## src/mvdp_pkg.sv

```systemverilog
// Shared types, field widths and codes of the matrix-vector dot product block.
package mvdp_pkg;

  localparam int DATA_W     = 16;  // Q1.15 element
  localparam int PROD_W     = 32;  // Q2.30 lane product
  localparam int ACC_W      = 44;  // Q14.30 row sum
  localparam int ROW_W      = 13;  // row number field
  localparam int CFG_W      = 14;  // configuration data
  localparam int CFG_IDX_W  = 2;   // configuration register index
  localparam int GIDX_W     = 11;  // group_index field
  localparam int OUT_DATA_W = ((ACC_W + ROW_W + 7) / 8) * 8;

  localparam int DEF_MAX_LENGTH = 8192;
  localparam int DEF_LANES      = 4;
  localparam int LEN_RESET      = 8192;

  localparam logic [CFG_W-1:0] ROW_MAX = CFG_W'(8192);

  // Command codes carried on tuser.
  localparam logic CMD_LOAD = 1'b0;
  localparam logic CMD_ROW  = 1'b1;

  // Configuration register indexes.
  localparam logic [CFG_IDX_W-1:0] REG_VECTOR_LENGTH = 2'd0;
  localparam logic [CFG_IDX_W-1:0] REG_ROW_COUNT     = 2'd1;

  // Control that travels alongside one matrix group through the pipeline.
  typedef struct packed {
    logic             vld;
    logic             last;
    logic [ROW_W-1:0] row;
  } mvdp_ctl_t;

endpackage

```

## src/mvdp_lane.sv

```systemverilog
// One multiply lane: masked signed Q1.15 x Q1.15 product, registered.
module mvdp_lane
  import mvdp_pkg::*;
  (
    input  logic                     clk,
    input  logic                     en,
    input  logic                     mask,
    input  logic signed [DATA_W-1:0] mat,
    input  logic signed [DATA_W-1:0] vec,
    output logic signed [PROD_W-1:0] prod_r
  );

  logic signed [PROD_W-1:0] prod_nxt;

  // Drop lanes past the row end.
  assign prod_nxt = mask ? PROD_W'(mat * vec) : '0;

  always_ff @(posedge clk) begin
    if (en) begin
      prod_r <= prod_nxt;
    end
  end

endmodule

```

## config.mk

```make
export PLATFORM = sky130hd
export DESIGN_NAME = mvdp_lane
export DESIGN_NICKNAME = d
export VERILOG_FILES = /design/src/mvdp_pkg.sv /design/src/mvdp_lane.sv
export SDC_FILE = /design/constraint.sdc
export NUM_CORES = 1
export LEC_CHECK = 0
export BUFFER_PORTS_ARGS = -buffer_cell sky130_fd_sc_hd__buf_2
export CAP_MARGIN = 20
export CORE_MARGIN = 3
export CORE_UTILIZATION = 60
export DETAILED_ROUTE_END_ITERATION = 8
export GPL_ROUTABILITY_DRIVEN = 1
export MAX_ROUTING_LAYER = met4
export PLACE_DENSITY = 0.79
export SLEW_MARGIN = 10
export SYNTH_ARGS = -nofsm -noshare
export SYNTH_HDL_FRONTEND = slang
export SYNTH_SLANG_ARGS = --single-unit
```

## constraint.sdc

```tcl
create_clock -name clk -period 7.9 [get_ports clk]
set_input_delay 0.395 -clock clk [delete_from_list [all_inputs] [get_ports clk]]
set_output_delay 0.395 -clock clk [all_outputs]
set_load 0.005 [all_outputs]
```

==> metrics.yaml <==
hold_depth: 1
largest_reg_flops: 32
cts.sinks: 32
final_cell_mix: "287 x inv_1, 262 x fa_1, 144 x and2_1, 129 x nand2_1, 82 x ha_1"
maxSlewHeadroom: 0.5255
initial_core_util: 0.6225
outcome: "finished, final reports clean"
syn_area_per_cell_sq_um: 9.668
top_register: "prod_r"
grt_usage: 0.2573
postRouteWirelength_um: 23310
setup_violations: 0
drt_iter0_markers: 377
ys.flop_type: "edfxtp_1"
viasPerCell: 5.497
drive_above_1_share: 0.07082
synth_edf_count: 32
core_sq_mm: 0.01760
holdPathEnd: "prod_r[27]"
numCtsBuffers: 5
grt_pass1_vias: 8569
arrival_ns: 6.17
final_area_sq_mm: 0.01160
portBuffers: 66
postCtsHoldBufs: 0
drc: 0
ys_warn_count: 0
grt_max_degree: 37
ys_ff_latch: 32
die_h_um: 141.1
grt_pass1_wl_um: 39960
nNetsFinal: 1550
setup-tns-final_ns: 0
final_common_cell: "inv_1"
fin_crit_ns: 6.148
grt-ovfl-total: 0
num_vias: 7679
cts-root-buf: "clkbuf_16"
die_width_um: 141.1
worstMarginPinSlew_ns: 0.7118
rows: 48
hp-start: "en"
synthCells: 1133
hold_path.class: "in -> reg"
syn-num-nets: 1512
gp_congestion: 0.8835
yosysSeqAreaShare: 0.08772
critPathMaxFanout: 16
cts.clk_slew.worst_paths_ns: 0.05
netlist_area_sq_mm: 0.01095
cp-start-kind: "input pin"
final_hold_viol_count: 0
wl_per_cell_um: 16.68
crit_type: "in -> reg"
cts_tree: "yes"
placed_cells: 1389
endpoint_kind: "flop"
rsz0062_at_grt: "false"
insertedDiodeCount: 0
final_cells: 1397
placed_cell_area_sq_mm: 0.01143
clockBufferDepth: 2
post_cts_resized: 0
fin_hold_ws_ns: 0.7127
cts_setup_buffers: 0
reg_top3: "prod_r: 32 flops"
slew_viol_final: 0
worstPathRequired_ns: 7.92
h-tree-depth: 2
ios: 67
max_cap_viol_count: 0
yosysUniqueCellTypes: 48
die_area_sq_mm: 0.01991
synthToLayoutAreaGrowth_pct: 5.871
drtAntennaViolNets: 0
max_freq_ghz: 0.1627
hpwlAfterDp_um: 19550
antenna_found_initial: 0
period_share: 0.7782
synthArstFlopShare: 0
first_pass_iters: 5
-- cell usage after synthesis, types with 2 or more instances --
| master | number | share of area |
|---|---|---|
| a31o_1 | 2 | 0.0016 |
| and3_1 | 5 | 0.0029 |
| nor2_1 | 18 | 0.0062 |
| inv_1 | 287 | 0.098 |
| a21boi_2 | 2 | 0.0021 |
| a21oi_1 | 24 | 0.011 |
| nand2_1 | 129 | 0.044 |
| a21boi_1 | 3 | 0.0021 |
| a211oi_1 | 2 | 0.0014 |
| nor2b_1 | 3 | 0.0017 |
| a31oi_1 | 2 | 0.0011 |
| o21ai_0 | 8 | 0.0037 |
| o31ai_1 | 3 | 0.0021 |
| ha_1 | 82 | 0.094 |
| fa_1 | 262 | 0.48 |
| o21ai_1 | 5 | 0.0023 |
| xor2_1 | 7 | 0.0056 |
| o211ai_1 | 3 | 0.0021 |
| o21a_1 | 3 | 0.0021 |
| clkbuf_1 | 34 | 0.012 |
| or3_1 | 4 | 0.0023 |
| edfxtp_1 | 32 | 0.088 |
| nand4_1 | 3 | 0.0017 |
| a21o_1 | 10 | 0.0069 |
| nand2b_1 | 12 | 0.0069 |
| and2_1 | 144 | 0.082 |
| mux2i_1 | 3 | 0.0027 |
| xnor2_1 | 21 | 0.017 |
-- worst max path at each step --
stage	slack, ns	depth (start not counted)	startpoint	endpoint
2_1_floorplan	1.96	18	mat[15]	prod_r[31]
3_3_place_gp	1.67	19	mat[15]	prod_r[28]
3_5_place_dp	1.50	19	vec[1]	prod_r[28]
4_1_cts	1.78	19	vec[1]	prod_r[28]
5_1_grt	1.42	19	mat[15]	prod_r[28]
6_report	1.75	19	vec[1]	prod_r[28]
-- stage by stage --
stage          setup slack [ns]  utilization
2_1_floorplan             1.965            -
3_3_place_gp              1.668       0.6498
3_5_place_dp              1.505       0.6498
4_1_cts                   1.777       0.6591
5_1_grt                   1.422       0.6591
6_report                  1.752       0.6591
-- cells by family after synthesis --
family	Yosys count	share of synthesized area
adder cells (fa/ha/maj)	344	0.5725
AND/OR/NAND/NOR	326	0.1543
buffers and inverters	322	0.1103
AO/OA/AOI/OAI	78	0.05003
flip-flops	32	0.08772
XOR/XNOR	28	0.02239
multiplexers	3	0.002741
-- layer usage --
metal	wire [um]	vias up	share of wire	GRT usage
met5	0	-	0	-
met3	922	55	0.040	0.02544
li1	-	3412	-	-
met1	8770	3991	0.38	0.3028
met4	649	0	0.028	0.06833
met2	12960	221	0.56	0.4720
-- layout make-up --
cell class,instances,area [sq um]
Inverter,287,1077
Sequential cell,32,960.9
Fill cell,1404,6000
Clock buffer,5,125.1
Tap cell,225,281.5
Timing Repair Buffer,66,330.3
Multi-Input combinational cell,779,8785
Clock inverter,3,37.54
-- critical path, stage by stage --
cell     delay (ns)
buf_2          0.27
nand2_1        0.16
inv_1          0.15
fa_1           0.54
fa_1           0.85
fa_1           0.51
fa_1           0.51
fa_1           0.49
inv_1          0.05
fa_1           0.48
inv_1          0.05
ha_1           0.33
a21oi_1        0.15
inv_1          0.06
or3_1          0.36
o21ai_1        0.21
o21ai_1        0.19
o31ai_1        0.29
mux2i_1        0.11
Power is left out: the tool's default activity adds up to more than one toggle a clock period on the data nets, which glitch-free logic cannot reach.
