**config.mk**
```make
export PLATFORM = sky130hd
export DESIGN_NAME = mvdp_merge
export DESIGN_NICKNAME = d
export VERILOG_FILES = /design/src/mvdp_pkg.sv /design/src/mvdp_merge.sv
export SDC_FILE = /design/constraint.sdc
export NUM_CORES = 1
export LEC_CHECK = 0
export ABC_CLOCK_PERIOD_IN_PS = 6000
export BUFFER_PORTS_ARGS = -buffer_cell sky130_fd_sc_hd__buf_4
export CAP_MARGIN = 20
export CORE_MARGIN = 4
export CORE_UTILIZATION = 56
export DETAILED_ROUTE_END_ITERATION = 7
export PLACE_DENSITY = 0.92
export SETUP_SLACK_MARGIN = 0.2
export SLEW_MARGIN = 20
export SYNTH_ARGS = -nofsm -noshare
export SYNTH_HDL_FRONTEND = slang
export SYNTH_SLANG_ARGS = --single-unit
```
**constraint.sdc**
```tcl
create_clock -name clk -period 6 [get_ports clk]
set_clock_uncertainty 0.15 [all_clocks]
set_input_delay 0.3 -clock clk [delete_from_list [all_inputs] [get_ports clk]]
set_output_delay 0.3 -clock clk [all_outputs]
set_load 0.01 [all_outputs]
```
**src/mvdp_pkg.sv**
```systemverilog
// Shared types, field widths and codes of the matrix-vector dot product block.
package mvdp_pkg;

  localparam int DATA_W     = 16;  // Q1.15 element
  localparam int PROD_W     = 32;  // Q2.30 lane product
  localparam int ACC_W      = 44;  // Q14.30 row sum
  localparam int ROW_W      = 13;  // row number field
  localparam int CFG_W      = 14;  // configuration data
  localparam int CFG_IDX_W  = 2;   // configuration register index
  localparam int GIDX_W     = 11;  // group_index field
  localparam int OUT_DATA_W = ((ACC_W + ROW_W + 7) / 8) * 8;

  localparam int DEF_MAX_LENGTH = 8192;
  localparam int DEF_LANES      = 4;
  localparam int LEN_RESET      = 8192;

  localparam logic [CFG_W-1:0] ROW_MAX = CFG_W'(8192);

  // Command codes carried on tuser.
  localparam logic CMD_LOAD = 1'b0;
  localparam logic CMD_ROW  = 1'b1;

  // Configuration register indexes.
  localparam logic [CFG_IDX_W-1:0] REG_VECTOR_LENGTH = 2'd0;
  localparam logic [CFG_IDX_W-1:0] REG_ROW_COUNT     = 2'd1;

  // Control that travels alongside one matrix group through the pipeline.
  typedef struct packed {
    logic             vld;
    logic             last;
    logic [ROW_W-1:0] row;
  } mvdp_ctl_t;

endpackage

```
**src/mvdp_merge.sv**
```systemverilog
// Merge stage: adds the lane products into the row accumulator, holds the result.
module mvdp_merge
  import mvdp_pkg::*;
  #(
    parameter int LANES = DEF_LANES
  )
  (
    input  logic                     clk,
    input  logic                     rst_n,
    input  logic                     en,
    input  mvdp_ctl_t                ctl,
    input  logic signed [PROD_W-1:0] prod [LANES],
    output logic                     out_valid_r,
    output logic signed [ACC_W-1:0]  dot_r,
    output logic [ROW_W-1:0]         row_r
  );

  logic signed [ACC_W-1:0] acc_r;
  logic signed [ACC_W-1:0] sum;

  always_comb begin
    sum = acc_r;
    for (int i = 0; i < LANES; i++) begin
      sum = sum + ACC_W'(prod[i]);
    end
  end

  always_ff @(posedge clk) begin
    if (!rst_n) begin
      acc_r       <= '0;
      out_valid_r <= 1'b0;
    end else if (en) begin
      out_valid_r <= ctl.vld && ctl.last;
      if (ctl.vld) begin
        acc_r <= ctl.last ? '0 : sum;
      end
    end
  end

  always_ff @(posedge clk) begin
    if (en && ctl.vld && ctl.last) begin
      dot_r <= sum;
      row_r <= ctl.row;
    end
  end

endmodule

```
==> summary.txt <==
STA
  • RSZ-0062 raised after global routing: no
  • Total negative slack: 0 ns
  • Fin. Hold Viols: 0
  • Max Clock Freq: 0.228 GHz
  • Max Slew Vio Count: 0
  • Setup violators final: 0
  • Post-layout minimum cycle time: 4.38 ns
  • Worst-margin pin slew: 0.796 ns
  • Final period utilization: 73.1%
  • Slew margin rel.: 46.8%

Drt
  • Via/cell ratio: 5.12
  • Drt wl/cell: 14.7 um
  • Post-route DRC violation count: 0
  • Number of routed nets with antenna violations: 0
  • Iteration-0 DRC Markers: 583
  • Via Count: 7,024
  • Final wirelength: 20,200 um
  • DRT Pass-1 Iters: 5

Global routing
  • Vias in the first global route: 7,470
  • Global-route wire length before repair: 33,800 um
  • Gr ovfl total: 0
  • Total GRT Usage: 22.9%
  • Number of antenna violations at the first check in global routing: 0
  • Largest net degree at the start of global routing: 59

Synthesis
  • Post-synthesis sequential element count: 102
  • Mean Syn Cell Area: 9.61 um^2
  • Sequential share of the synthesized area: 29.1%
  • Net Count, Synth: 1,233
  • Mapped Cells: 935
  • Asr flop ratio synth: 0%
  • Synth Flop Type: edfxtp_1
  • Netlist cell types: 73
  • Post-Syn Area: 8980 um^2
  • Synth warn: 0
  • Post-synth EDFFs: 57

Power and ir drop
  • PD cells: 437 nW/um^2
  • Leakage: 5.73 nW
  • VDD IR max: 0.209 mV

Critical path
  • Crit Path Class: in2reg
  • Endpoint of the most critical register-to-register path: acc_r[43]
  • RR Startpoint: acc_r[1]
  • CP Launch Type: input pin
  • Crit path max fanout: 5
  • Worst R2R Setup Slack: 2.39 ns
  • R2r worst-path depth: 13
  • CP arrival: 4.47 ns
  • Critical path required time: 6.08 ns
  • Worst Setup End Kind: flop

Clock tree
  • Total CTS buffers: 9
  • Root buf cell: clkbuf_16
  • Clock Sinks: 102
  • Clock tree from TritonCTS: yes
  • Reg clk slew, reported paths: 0.07 ns
  • Clock Path Buffers: 2
  • H-tree depth: 3
  • Post-cts resize count: 0
  • Clock latency on the worst-skew pair: 0.35 ns

Layout
  • Area growth, synth to finish: 24.6%
  • Nets: 1,450
  • Seq. cell area: 2610 um^2
  • Footprint of the multi-input gates: 5140 um^2
  • ANT cells: 0
  • Fin area: 11,200 um^2
  • Fill count: 1,171
  • Most frequent cells in the layout: inv_1, buf_4, fa_1
  • Share of layout cells above drive strength 1: 21.8%
  • Commonest non-fill, non-tap cell in the layout: inv_1

Die
  • I/O pins: 204
  • Horiz. Die Dim: 135 um
  • Die height: 135 um
  • Core area: 15,800 um^2
  • Die area: 18,100 um^2
  • Row count: 46
  • Starting Density: 56.8%

Hold path
  • Hold endpoint: out_valid_r
  • Hold Path Depth: 3
  • Hold WC Path Type: in2reg
  • Hold path start: en

Place
  • Placed instance area: 10,700 um^2
  • GPL Wtd Cong: 0.880
  • I/O Buffers: 203
  • Hpwl dp: 16,300 um

Status
  • Status: finished clean

Job
  • Max-cap check violation count: 0
-- cells in the mapped netlist, drive strengths merged, types with 6 or more instances --
library cell / count / area, um^2
dfxtp: 45 / 901
a21boi: 6 / 48.8
a22o: 23 / 201
o21ai: 21 / 105
a22oi: 19 / 143
xnor2: 26 / 250
nand3: 9 / 45.0
nand2: 38 / 145
o21a: 7 / 52.6
ha: 45 / 563
xor2: 14 / 123
a31oi: 6 / 37.5
a21o: 21 / 161
nor2: 24 / 90.1
inv: 306 / 1150
a21oi: 48 / 259
and3: 11 / 78.8
fa: 107 / 2140
nand4: 6 / 52.6
clkbuf: 10 / 47.5
edfxtp: 57 / 1710
nor2b: 26 / 163
-- what timing repair did --
action                                 4_1_cts  5_1_grt
hold buffers                                13        0
buffers inserted                             0        0
endpoints found under the hold margin       13        0
-- through the flow --
stage	hold WS, ns	total power [W]	util (%)	cells	worst slack (ns)
6_report	0.151	0.00490	70.8	1373	1.62
5_1_grt	0.167	0.00532	70.8	1373	1.42
4_1_cts	0.129	0.00489	70.8	1373	1.63
3_5_place_dp	0.311	0.00418	67.8	1344	1.27
3_3_place_gp	0.306	0.00408	67.8	1344	1.38
2_1_floorplan	0.249	0.00340	-	935	1.67
-- cell families after synthesis --
| family | count (synthesis) | share of synthesized area, % |
|---|---|---|
| adders and majority gates | 152 | 30.1 |
| DFF | 102 | 29.1 |
| buffers and inverters | 320 | 13.7 |
| AOI/OAI and AO/OA | 182 | 14.4 |
| and+or+nand+nor | 139 | 8.54 |
| xor gates and xnor gates | 40 | 4.15 |
-- cell type report --
| cell class | instances | area share [%] |
|---|---|---|
| clock inverters | 6 | 0.994 |
| inverters | 306 | 10.3 |
| multi-input cells | 513 | 45.9 |
| flip-flops and latches | 102 | 23.3 |
| well taps | 216 | 2.41 |
| clock buffers | 10 | 2.04 |
| repair buffers | 220 | 15.0 |
-- registers in the layout, indices dropped and copies added, names as in the netlist --
name	flops
row_r	13
out_valid_r	1
acc_r	44
dot_r	44
-- where the power goes --
group          leakage, nW  switching (W)  internal (W)
registers            0.889      0.0000593       0.00102
logic                 4.67        0.00184       0.00131
clock network        0.163       0.000261      0.000408
total                 5.73        0.00216       0.00273
-- critical path: stages --
cell and delay [ns]:
buf_4 0.07, inv_1 0.05, fa_1 0.55, inv_1 0.07, fa_1 0.51, inv_1 0.06
fa_1 0.52, fa_1 0.48, nor2b_1 0.15, o31a_1 0.19, o31a_1 0.28, a21oi_4 0.11
o31ai_2 0.45, o31ai_4 0.12, a32o_1 0.23, nor4b_1 0.27, nor2_1 0.06
-- routing by layer --
layer | GRT usage [%] | part of all wire (%) | vias up | routed length (um)
met1 | 27.8 | 40 | 3370 | 8080
li1 | - | - | 3378 | -
met3 | 3.58 | 6.1 | 42 | 1230
met5 | 0 | 0 | - | 0
met2 | 41.3 | 52 | 234 | 10400
met4 | 8.03 | 2.4 | 0 | 479
-- worst max-delay path by stage --
| stage | startpoint | endpoint | slack [ns] | cells after the start |
|---|---|---|---|---|
| after detailed placement | prod[2] | acc_r[43] | 1.27 | 17 |
| after CTS | prod[2] | acc_r[43] | 1.63 | 17 |
| after global placement | prod[3] | dot_r[43] | 1.38 | 18 |
| final | prod[2] | acc_r[43] | 1.62 | 17 |
| after global routing | prod[2] | acc_r[43] | 1.42 | 17 |
| after floorplan | prod[3] | dot_r[43] | 1.67 | 17 |
No activity file was read; power rests on OpenSTA's default activity.
